$ cat config.mk
export PLATFORM = sky130hd
export DESIGN_NAME = sha256_stream_hasher_top
export DESIGN_NICKNAME = d
export VERILOG_FILES = /design/src/rtl/shs_pkg.sv /design/src/rtl/shs_datapath.sv /design/src/rtl/shs_ctrl.sv /design/src/rtl/sha256_stream_hasher_top.sv
export SDC_FILE = /design/constraint.sdc
export NUM_CORES = 2
export LEC_CHECK = 0
export CORE_UTILIZATION = 55
export DETAILED_ROUTE_END_ITERATION = 10
export DONT_BUFFER_PORTS = 1
export PLACE_DENSITY_LB_ADDON = 0.05
export SLEW_MARGIN = 20
export SYNTH_ARGS = -nofsm -noshare
export SYNTH_HDL_FRONTEND = slang
export SYNTH_SLANG_ARGS = --single-unit
$ cat constraint.sdc
create_clock -name i_clk -period 18.9 [get_ports i_clk]
set_clock_uncertainty 0.15 [all_clocks]
set_input_delay 2.835 -clock i_clk [delete_from_list [all_inputs] [get_ports i_clk]]
set_output_delay 2.835 -clock i_clk [all_outputs]
set_load 0.005 [all_outputs]
$ cat src/rtl/shs_pkg.sv
// Shared types, command and status structs, and SHA-256 constants for the stream hasher.
`timescale 1ns / 1ps

package shs_pkg;

    localparam int RoundCount = 64;
    localparam int HashWords  = 8;
    localparam int SchedWords = 16;

    localparam logic [5:0] LastRound = 6'(RoundCount - 1);
    localparam logic [5:0] LastFill  = 6'd63;
    localparam logic [5:0] LenStart  = 6'd56;
    localparam logic [2:0] LastWord  = 3'(HashWords - 1);
    localparam logic [7:0] PadByte   = 8'h80;

    typedef enum logic [1:0] {
        SRC_MSG,
        SRC_PAD80,
        SRC_ZERO,
        SRC_LEN
    } t_byte_src;

    typedef struct packed {
        logic      push;
        t_byte_src src;
        logic      load_work;
        logic      round;
        logic [5:0] round_idx;
        logic      add_hash;
        logic      restart;
        logic [2:0] word_idx;
    } t_cmd;

    typedef struct packed {
        logic fill_last;
        logic fill_at_len;
    } t_status;

    localparam logic [31:0] RoundK [RoundCount] = '{
        32'h428a2f98, 32'h71374491, 32'hb5c0fbcf, 32'he9b5dba5,
        32'h3956c25b, 32'h59f111f1, 32'h923f82a4, 32'hab1c5ed5,
        32'hd807aa98, 32'h12835b01, 32'h243185be, 32'h550c7dc3,
        32'h72be5d74, 32'h80deb1fe, 32'h9bdc06a7, 32'hc19bf174,
        32'he49b69c1, 32'hefbe4786, 32'h0fc19dc6, 32'h240ca1cc,
        32'h2de92c6f, 32'h4a7484aa, 32'h5cb0a9dc, 32'h76f988da,
        32'h983e5152, 32'ha831c66d, 32'hb00327c8, 32'hbf597fc7,
        32'hc6e00bf3, 32'hd5a79147, 32'h06ca6351, 32'h14292967,
        32'h27b70a85, 32'h2e1b2138, 32'h4d2c6dfc, 32'h53380d13,
        32'h650a7354, 32'h766a0abb, 32'h81c2c92e, 32'h92722c85,
        32'ha2bfe8a1, 32'ha81a664b, 32'hc24b8b70, 32'hc76c51a3,
        32'hd192e819, 32'hd6990624, 32'hf40e3585, 32'h106aa070,
        32'h19a4c116, 32'h1e376c08, 32'h2748774c, 32'h34b0bcb5,
        32'h391c0cb3, 32'h4ed8aa4a, 32'h5b9cca4f, 32'h682e6ff3,
        32'h748f82ee, 32'h78a5636f, 32'h84c87814, 32'h8cc70208,
        32'h90befffa, 32'ha4506ceb, 32'hbef9a3f7, 32'hc67178f2
    };

    localparam logic [31:0] InitHash [HashWords] = '{
        32'h6a09e667, 32'hbb67ae85, 32'h3c6ef372, 32'ha54ff53a,
        32'h510e527f, 32'h9b05688c, 32'h1f83d9ab, 32'h5be0cd19
    };

endpackage

$ cat src/rtl/shs_datapath.sv
// Datapath: block shift line, message schedule, round logic, hash words and bit count.
`timescale 1ns / 1ps

module shs_datapath
    import shs_pkg::*;
(
    input  logic        i_clk,
    input  logic        i_rst_n,
    input  t_cmd        i_cmd,
    input  logic [7:0]  i_data_byte,
    output t_status     o_status,
    output logic [31:0] o_digest_word
);

    logic [31:0] r_hash [HashWords];
    logic [31:0] r_work [HashWords];
    logic [31:0] r_sched [SchedWords];
    logic [5:0]  r_fill;
    logic [63:0] r_bits;

    logic [7:0]  push_byte;
    logic [7:0]  len_byte;
    logic [31:0] big0;
    logic [31:0] big1;
    logic [31:0] choose;
    logic [31:0] major;
    logic [31:0] temp1;
    logic [31:0] temp2;
    logic [31:0] n_w16;

    function automatic logic [31:0] rotr(input logic [31:0] x, input int n);
        return (x >> n) | (x << (32 - n));
    endfunction

    function automatic logic [31:0] small_sig0(input logic [31:0] x);
        return rotr(x, 7) ^ rotr(x, 18) ^ (x >> 3);
    endfunction

    function automatic logic [31:0] small_sig1(input logic [31:0] x);
        return rotr(x, 17) ^ rotr(x, 19) ^ (x >> 10);
    endfunction

    // The length goes out most significant byte first, starting at fill 56.
    assign len_byte = 8'(r_bits >> {~r_fill[2:0], 3'b000});

    always_comb begin
        case (i_cmd.src)
            SRC_MSG:   push_byte = i_data_byte;
            SRC_PAD80: push_byte = PadByte;
            SRC_ZERO:  push_byte = 8'h00;
            SRC_LEN:   push_byte = len_byte;
            default:   push_byte = 8'h00;
        endcase
    end

    always_comb begin
        big1   = rotr(r_work[4], 6) ^ rotr(r_work[4], 11) ^ rotr(r_work[4], 25);
        choose = (r_work[4] & r_work[5]) ^ (~r_work[4] & r_work[6]);
        temp1  = r_work[7] + big1 + choose + RoundK[i_cmd.round_idx] + r_sched[0];
        big0   = rotr(r_work[0], 2) ^ rotr(r_work[0], 13) ^ rotr(r_work[0], 22);
        major  = (r_work[0] & r_work[1]) ^ (r_work[0] & r_work[2]) ^ (r_work[1] & r_work[2]);
        temp2  = big0 + major;
        n_w16  = r_sched[0] + small_sig0(r_sched[1]) + r_sched[9] + small_sig1(r_sched[14]);
    end

    always_ff @(posedge i_clk) begin
        if (!i_rst_n) begin
            for (int i = 0; i < HashWords; i++) begin
                r_hash[i] <= InitHash[i];
            end
            r_fill <= '0;
            r_bits <= '0;
        end else if (i_cmd.restart) begin
            for (int i = 0; i < HashWords; i++) begin
                r_hash[i] <= InitHash[i];
            end
            r_fill <= '0;
            r_bits <= '0;
        end else begin
            if (i_cmd.push) begin
                r_fill <= r_fill + 6'd1;
            end
            if (i_cmd.push && i_cmd.src == SRC_MSG) begin
                r_bits <= r_bits + 64'd8;
            end
            if (i_cmd.add_hash) begin
                for (int i = 0; i < HashWords; i++) begin
                    r_hash[i] <= r_hash[i] + r_work[i];
                end
            end
        end
    end

    // Bytes shift in at the tail of the line; each round takes word 0 and appends W[t+16].
    always_ff @(posedge i_clk) begin
        if (i_cmd.push) begin
            for (int i = 0; i < SchedWords - 1; i++) begin
                r_sched[i] <= {r_sched[i][23:0], r_sched[i + 1][31:24]};
            end
            r_sched[SchedWords - 1] <= {r_sched[SchedWords - 1][23:0], push_byte};
        end else if (i_cmd.round) begin
            for (int i = 0; i < SchedWords - 1; i++) begin
                r_sched[i] <= r_sched[i + 1];
            end
            r_sched[SchedWords - 1] <= n_w16;
        end
    end

    always_ff @(posedge i_clk) begin
        if (i_cmd.load_work) begin
            for (int i = 0; i < HashWords; i++) begin
                r_work[i] <= r_hash[i];
            end
        end else if (i_cmd.round) begin
            r_work[0] <= temp1 + temp2;
            r_work[1] <= r_work[0];
            r_work[2] <= r_work[1];
            r_work[3] <= r_work[2];
            r_work[4] <= r_work[3] + temp1;
            r_work[5] <= r_work[4];
            r_work[6] <= r_work[5];
            r_work[7] <= r_work[6];
        end
    end

    assign o_status      = {(r_fill == LastFill), (r_fill == LenStart)};
    assign o_digest_word = r_hash[i_cmd.word_idx];

endmodule

$ cat src/rtl/shs_ctrl.sv
// Controller: sequences byte loads, padding, compression rounds and digest output.
`timescale 1ns / 1ps

module shs_ctrl
    import shs_pkg::*;
(
    input  logic       i_clk,
    input  logic       i_rst_n,
    input  logic       i_in_valid,
    input  logic       i_has_byte,
    input  logic       i_end_of_message,
    output logic       o_in_ready,
    output logic       o_out_valid,
    input  logic       i_out_ready,
    output logic [2:0] o_word_index,
    output logic       o_last_word,
    input  t_status    i_status,
    output t_cmd       o_cmd
);

    typedef enum logic [2:0] {
        ST_IDLE,
        ST_PAD80,
        ST_PADZ,
        ST_PADLEN,
        ST_ROUND,
        ST_ADD,
        ST_OUT
    } t_state;

    typedef enum logic [1:0] {
        PH_MSG,
        PH_ZERO,
        PH_DONE
    } t_phase;

    t_state     r_state, n_state;
    t_phase     r_phase, n_phase;
    logic       r_fin, n_fin;
    logic [5:0] r_round, n_round;
    logic [2:0] r_idx, n_idx;
    logic       r_out_valid, n_out_valid;

    always_comb begin
        n_state     = r_state;
        n_phase     = r_phase;
        n_fin       = r_fin;
        n_round     = r_round;
        n_idx       = r_idx;
        n_out_valid = r_out_valid;
        o_cmd           = '0;
        o_cmd.src       = SRC_MSG;
        o_cmd.round_idx = r_round;
        o_cmd.word_idx  = r_idx;

        case (r_state)
            ST_IDLE: begin
                if (i_in_valid) begin
                    o_cmd.push = i_has_byte;
                    n_fin      = i_end_of_message;
                    n_phase    = PH_MSG;
                    if (i_has_byte && i_status.fill_last) begin
                        o_cmd.load_work = 1'b1;
                        n_round         = '0;
                        n_state         = ST_ROUND;
                    end else if (i_end_of_message) begin
                        n_state = ST_PAD80;
                    end
                end
            end
            ST_PAD80: begin
                o_cmd.push = 1'b1;
                o_cmd.src  = SRC_PAD80;
                n_phase    = PH_ZERO;
                if (i_status.fill_last) begin
                    o_cmd.load_work = 1'b1;
                    n_round         = '0;
                    n_state         = ST_ROUND;
                end else begin
                    n_state = ST_PADZ;
                end
            end
            ST_PADZ: begin
                if (i_status.fill_at_len) begin
                    n_state = ST_PADLEN;
                end else begin
                    o_cmd.push = 1'b1;
                    o_cmd.src  = SRC_ZERO;
                    if (i_status.fill_last) begin
                        o_cmd.load_work = 1'b1;
                        n_round         = '0;
                        n_state         = ST_ROUND;
                    end
                end
            end
            ST_PADLEN: begin
                o_cmd.push = 1'b1;
                o_cmd.src  = SRC_LEN;
                if (i_status.fill_last) begin
                    o_cmd.load_work = 1'b1;
                    n_round         = '0;
                    n_phase         = PH_DONE;
                    n_state         = ST_ROUND;
                end
            end
            ST_ROUND: begin
                o_cmd.round = 1'b1;
                n_round     = r_round + 6'd1;
                if (r_round == LastRound) begin
                    n_state = ST_ADD;
                end
            end
            ST_ADD: begin
                o_cmd.add_hash = 1'b1;
                if (!r_fin) begin
                    n_state = ST_IDLE;
                end else begin
                    case (r_phase)
                        PH_MSG:  n_state = ST_PAD80;
                        PH_ZERO: n_state = ST_PADZ;
                        PH_DONE: begin
                            n_out_valid = 1'b1;
                            n_idx       = '0;
                            n_state     = ST_OUT;
                        end
                        default: n_state = ST_IDLE;
                    endcase
                end
            end
            ST_OUT: begin
                if (i_out_ready) begin
                    if (r_idx == LastWord) begin
                        o_cmd.restart = 1'b1;
                        n_out_valid   = 1'b0;
                        n_fin         = 1'b0;
                        n_phase       = PH_MSG;
                        n_state       = ST_IDLE;
                    end else begin
                        n_idx = r_idx + 3'd1;
                    end
                end
            end
            default: n_state = ST_IDLE;
        endcase
    end

    always_ff @(posedge i_clk) begin
        if (!i_rst_n) begin
            r_state     <= ST_IDLE;
            r_phase     <= PH_MSG;
            r_fin       <= 1'b0;
            r_round     <= '0;
            r_idx       <= '0;
            r_out_valid <= 1'b0;
        end else begin
            r_state     <= n_state;
            r_phase     <= n_phase;
            r_fin       <= n_fin;
            r_round     <= n_round;
            r_idx       <= n_idx;
            r_out_valid <= n_out_valid;
        end
    end

    assign o_in_ready   = (r_state == ST_IDLE);
    assign o_out_valid  = r_out_valid;
    assign o_word_index = r_idx;
    assign o_last_word  = (r_idx == LastWord);

endmodule

$ cat src/rtl/sha256_stream_hasher_top.sv
// Top level of the SHA-256 stream hasher: controller plus datapath.
`timescale 1ns / 1ps
// The input channel takes one beat per item: an optional message byte and an end mark.
// A beat with the end mark and no byte closes the message with the bytes already taken.
// The output channel returns the eight digest words, index 0 first, with last_word on
// word 7, once per finished message.
// A byte that does not complete a 64-byte block is taken without a stall, and the block
// accepts a beat on every cycle while it is waiting for input.
// A byte that completes a block starts a compression: 64 rounds through one shared
// round unit, then the hash update, and then a return to idle unless the message
// has ended.
// At the end mark padding bytes (up to 64) go in one per cycle between compressions;
// a step without a push then switches to the length, and one or two compressions run;
// the first digest word appears the cycle after the final hash update.
// No input beat is taken while padding, compressing or sending the digest.
// If the receiver stalls, the current word stays on the output and the block waits.
// Synchronous reset loads the initial hash values and clears the byte and bit counts.
// After the last digest word is taken, the block is ready for the next message.

module sha256_stream_hasher_top
    import shs_pkg::*;
(
    input  logic        i_clk,
    input  logic        i_rst_n,
    input  logic        i_in_valid,
    output logic        o_in_ready,
    input  logic [7:0]  i_data_byte,
    input  logic        i_has_byte,
    input  logic        i_end_of_message,
    output logic        o_out_valid,
    input  logic        i_out_ready,
    output logic [31:0] o_digest_word,
    output logic [2:0]  o_word_index,
    output logic        o_last_word
);

    t_cmd    cmd;
    t_status status;

    shs_ctrl u_ctrl (
        .i_clk            (i_clk),
        .i_rst_n          (i_rst_n),
        .i_in_valid       (i_in_valid),
        .i_has_byte       (i_has_byte),
        .i_end_of_message (i_end_of_message),
        .o_in_ready       (o_in_ready),
        .o_out_valid      (o_out_valid),
        .i_out_ready      (i_out_ready),
        .o_word_index     (o_word_index),
        .o_last_word      (o_last_word),
        .i_status         (status),
        .o_cmd            (cmd)
    );

    shs_datapath u_datapath (
        .i_clk         (i_clk),
        .i_rst_n       (i_rst_n),
        .i_cmd         (cmd),
        .i_data_byte   (i_data_byte),
        .o_status      (status),
        .o_digest_word (o_digest_word)
    );

endmodule

# Word level (Yosys, flattened, before mapping)
# Memory sizes are Yosys's and may differ from the RTL's. A register that Yosys moved wholly into a read port is not among the register bits.
# Cells that the tools add are included.
# op_classes
muxes,109
bitwise,70
add_sub_neg,22
shift,1
n_lt_le_gt_ge,1
n_eq_ne,26
reduce_logical,17
# op_table
cell,n
2-to-1 mux 32 bit,42
adder 32 bit,18
XOR 32 bit,9
AND 32 bit,5
"adder 64 x 4 -> 64 bit, second input constant",1
right shift 64 x 6 -> 8 bit,1
2-to-1 mux 3 bit,16
bitwise OR 1 bit,40
inverter 32 bit,1
bitwise OR 10 x 32 -> 32 bit,1
bitwise OR 13 x 32 -> 32 bit,1
bitwise OR 14 x 32 -> 32 bit,1
bitwise OR 15 x 32 -> 32 bit,1
bitwise OR 19 x 32 -> 32 bit,1
bitwise OR 21 x 32 -> 32 bit,1
bitwise OR 25 x 32 -> 32 bit,1
bitwise OR 26 x 32 -> 32 bit,1
bitwise OR 30 x 32 -> 32 bit,1
bitwise OR 7 x 32 -> 32 bit,1
one-hot mux 8 bit (4 select lines),1
XOR 32 x 22 -> 32 bit,1
XOR 32 x 29 -> 32 bit,1
2-to-1 mux 1 bit,31
2-to-1 mux 6 bit,4
33 further kinds,65
# totals
reg_bits,86
inputBits,14
ramBits,1024
memories,4
elab_cells,258
romBits,2048
# memory_table
memory,words,word_bits,read_ports,rd_clocked_by_memory_dff,write_ports,line_no,text
(name not given),64,32,1,0,0,shs_datapath.sv:59,temp1 = r_work[7] + big1 + choose + RoundK[i_cmd.round_idx] + r_sched[0];
u_datapath.r_sched,16,32,16,0,16,shs_datapath.sv:17,logic [31:0] r_sched [SchedWords];
u_datapath.r_hash,8,32,9,1,8,shs_datapath.sv:15,logic [31:0] r_hash [HashWords];
u_datapath.r_work,8,32,8,0,8,shs_datapath.sv:16,logic [31:0] r_work [HashWords];

# Longest topological paths before layout
# depth
ltp_word,9
mapped_depth,43
depth_no_buf,41

# Modules after synthesis
# From an unflattened synthesis, not the netlist that was laid out.
# unflattened
hier_cells,6804
area_unflattened_um2,74231.2
# by_module_without_submodules
module,instances,cells_each,area_each_um2
shs_datapath,1,6675,73201.5
shs_ctrl,1,129,1029.7

# Worst setup path before layout
# Ideal clock, no wire load.
# synth_timing
path_type,input port to flip-flop
startpoint,input port i_in_valid
endpoint,"memory u_datapath.r_sched[0][0], enable pin"
slack_ps,2885
cell_stages,6
arrival_ps,12233
t_required_ps,15117
cell_sequence,nand2_1 -> nor2_8 -> nor2_1 -> clkbuf_1 -> clkbuf_1 -> nand2_1
# synth_lines
item,line_no,text
from (decl),sha256_stream_hasher_top.sv:25,"input logic i_in_valid,"
to (decl),shs_datapath.sv:17,

==> flow_metrics.env <==
export IMPL_outcome="complete, no violations"
export IMPL_ys_async_sr_fraction=0
export IMPL_initial_utilization=0.5539
export IMPL_wl_per_cell_um=24.25
export IMPL_syn_area_mm2=0.07504
export IMPL_setup_violations=0
export IMPL_dieArea_mm2=0.1379
export IMPL_cts_buffers=131
export IMPL_drive_above_1_share=0.06517
export IMPL_syn_inst=7942
export IMPL_leakagePower_uw=0.03287
export IMPL_fin_tns_setup_ns=0
export IMPL_busiest_layer="met2"
export IMPL_max_stage_delay_ns=0.72
export IMPL_htree_levels=4
export IMPL_clock_sinks=1110
export IMPL_num_io_pins=52
export IMPL_gp_congestion=0.9806
export IMPL_hpwlAfterDp_um=171900
export IMPL_synth_warnings=0
export IMPL_max_slew_margin=0.2171
export IMPL_hold_violations=0
export IMPL_initialDrtViolationCount=5703
export IMPL_fin_nets=8329
export IMPL_drt_wl_total_um=233000
export IMPL_ant_nets=0
export IMPL_layout_min_cycle_time_ns=11.22
export IMPL_area_growth_pct=7.571
export IMPL_worstPathRequired_ns=19.22
export IMPL_worstSetupPathType="flop to flop"
export IMPL_row_count=135
export IMPL_die_x_um=371.4
export IMPL_route_detailed_drc=0
export IMPL_antenna_found_initial=4
export IMPL_yosys_area_top_type="edfxtp_1"
export IMPL_ys_types=80
export IMPL_worstHoldPathType="flop to flop"
export IMPL_rsz0062_at_grt="no"
export IMPL_maxCapViolCount=0
export IMPL_clkTransAtPathRegs_ns=0.06
export IMPL_grt_max_degree=177
export IMPL_die_h_um=371.4
export IMPL_ys_seq_area_frac=0.4284
export IMPL_p_per_area_mw_per_mm2=134.0
export IMPL_avgSynthCellArea_um2=9.449
export IMPL_clk_path_buf_depth=3
export IMPL_final_area_mm2=0.08072
export IMPL_grt_usage=0.3358
export IMPL_synth_ff_type="edfxtp_1"
export IMPL_cts_root_buf="clkbuf_16"
export IMPL_hold_buffers=0
export IMPL_synth_area_leaders="edfxtp_1 40%, nand2_1 11%, ha_1 6.7%"
export IMPL_critPathLaunchType="flop"
export IMPL_hold_worst_slack_ns=0.3410
export IMPL_area_sequential_mm2=0.03217
export IMPL_grtUsageMet3=0.05050
export IMPL_first_global_vias=54878
export IMPL_num_fill_cells=11730
export IMPL_insertion_delay_ns=0.77
export IMPL_syn_num_nets=8551
export IMPL_critPathMaxFanout=26
export IMPL_gr_total_overflow=0
export IMPL_ys_ff_latch=1110
export IMPL_worstMarginPinSlew_ns=1.162
export IMPL_final_max_slew_viol_count=0
export IMPL_end_kind="flop"
export IMPL_placed_area_mm2=0.07632
export IMPL_drt_pass1_iter_count=8
export IMPL_fmax_mhz=89.16
export IMPL_multi_input_area_mm2=0.04004
export IMPL_grt_pass1_wl_um=345800
export IMPL_cts_tree="built"
export IMPL_fin_crit_sh=0.5934
export IMPL_ir_drop_mv=0.1934
export IMPL_vias_per_cell=6.070
export IMPL_critPathSlowestCell="ha_1"
export IMPL_synth_edff_count=992
export IMPL_ctsResizeCount=0
export IMPL_post_cts_buffers=0
export IMPL_grtUsageMet2=0.5110
export IMPL_met1_usage=0.4814
export IMPL_crit_arrival_ns=11.54
export IMPL_vias=58317
export IMPL_synth_top_area_frac=0.3970
export IMPL_portBuffers=0
export IMPL_core_area_mm2=0.1355
==> path summary, 6_finish.rpt <==
kind / start / endpoint / depth (start not counted) / slack (ns)
max: u_ctrl.r_round[1]$_SDFFE_PN0P_ / u_datapath.r_work[0][31]$_DFFE_PP_ / 38 / 7.68
min: u_datapath.r_bits[63]$_SDFFE_PP0P_ / u_datapath.r_bits[63]$_SDFFE_PP0P_ / 2 / 0.34
max reg2reg: u_ctrl.r_round[1]$_SDFFE_PN0P_ / u_datapath.r_work[0][31]$_DFFE_PP_ / 38 / 7.68
min reg2reg: u_datapath.r_bits[63]$_SDFFE_PP0P_ / u_datapath.r_bits[63]$_SDFFE_PP0P_ / 2 / 0.34
==> state kept, by name (all words and copies together), names as in the netlist, named ones only <==
register,flops
u_datapath.r_sched,512
u_datapath.r_hash,256
u_datapath.r_work,256
u_datapath.r_bits,61
u_ctrl.r_round,6
u_datapath.r_fill,6
u_ctrl.o_word_index,3
u_ctrl.r_state,3
u_ctrl.r_phase,2
u_ctrl.o_out_valid,1
u_ctrl.r_fin,1
==> layer usage <==
metal,wire [um],vias to the layer above
li1,-,27049
met1,101100,28610
met2,103300,2292
met3,18810,366
met4,9755,0
met5,0,-
==> critical path, delay by kind of cell (launching register included) <==
family / cells / cell delay, ns
compound gates: 14 / 3.63
simple gates: 9 / 2.17
buf+inv: 7 / 1.34
fa+ha+maj: 8 / 3.26
flops: 1 / 0.31
==> layout make-up <==
type,count,area share
Clock buffer,171,0.04464
Multi-Input combinational cell,6061,0.4961
Antenna cell,1,0.00003100
Timing Repair Buffer,70,0.007533
Clock inverter,68,0.009471
Sequential cell,1110,0.3985
Inverter,346,0.01615
Tap cell,1781,0.02761
==> power breakdown <==
part	switching [uW]	leakage (uW)	internal, uW
combinational	2800	0.0204	1850
sequential	337	0.0104	3220
clock	1100	0.00213	1510
total	4240	0.0329	6580
==> cell usage after synthesis (53+ instances only) <==
cell and n:
clkbuf_1 382, o21ai_0 389, nor2b_1 54, inv_1 343, a21o_1 191, nand2b_1 58, fa_1 195, xor2_1 260
mux4_2 84, or3_1 56, o21a_1 53, a31oi_1 55, nor2_1 390, nand3_1 100, ha_1 400, mux2_2 114
xnor2_1 354, dfxtp_1 118, edfxtp_1 992, a211oi_1 57, a21oi_1 358, nand2_1 2283, nor3_1 93
==> cells by family (layout without fill, tap and decap cells) <==
kind of cell | count (synthesis) | in the layout | synth area share
AO/OA/AOI/OAI | 1394 | 1394 | 0.1165
XOR/XNOR | 616 | 616 | 0.07226
adder cells (fa/ha/maj) | 599 | 599 | 0.1192
buffers and inverters | 771 | 655 | 0.03902
flip-flops | 1110 | 1110 | 0.4284
multiplexers | 234 | 234 | 0.04712
other | 0 | 1 | 0
AND/OR/NAND/NOR | 3218 | 3218 | 0.1774
==> layout by cell type (no fill, tap or decap), types with 99 or more instances in the layout <==
master | Yosys | routed
edfxtp_1 | 992 | 992
a21o_1 | 191 | 191
fa_1 | 195 | 195
nor2_1 | 390 | 388
a21oi_1 | 358 | 358
mux2_2 | 114 | 114
o21ai_0 | 389 | 389
dfxtp_1 | 118 | 111
nand2_1 | 2283 | 2279
xnor2_1 | 354 | 354
clkbuf_16 | 0 | 135
inv_1 | 343 | 340
nand3_1 | 100 | 99
ha_1 | 400 | 400
xor2_1 | 260 | 260
==> stage by stage <==
| stage | instances | total power [uW] | setup slack, ns | util |
|---|---|---|---|---|
| floorplan | 7942 | 6874 | 2.885 | - |
| global placement | 9367 | 8127 | 8.016 | 0.5634 |
| detailed placement | 9367 | 8156 | 7.908 | 0.5634 |
| CTS | 9606 | 10790 | 7.857 | 0.5957 |
| global route | 9607 | 11440 | 6.895 | 0.5959 |
| finish | 9608 | 10810 | 7.685 | 0.5959 |
Note: power is estimated with default switching activity, not from simulation.
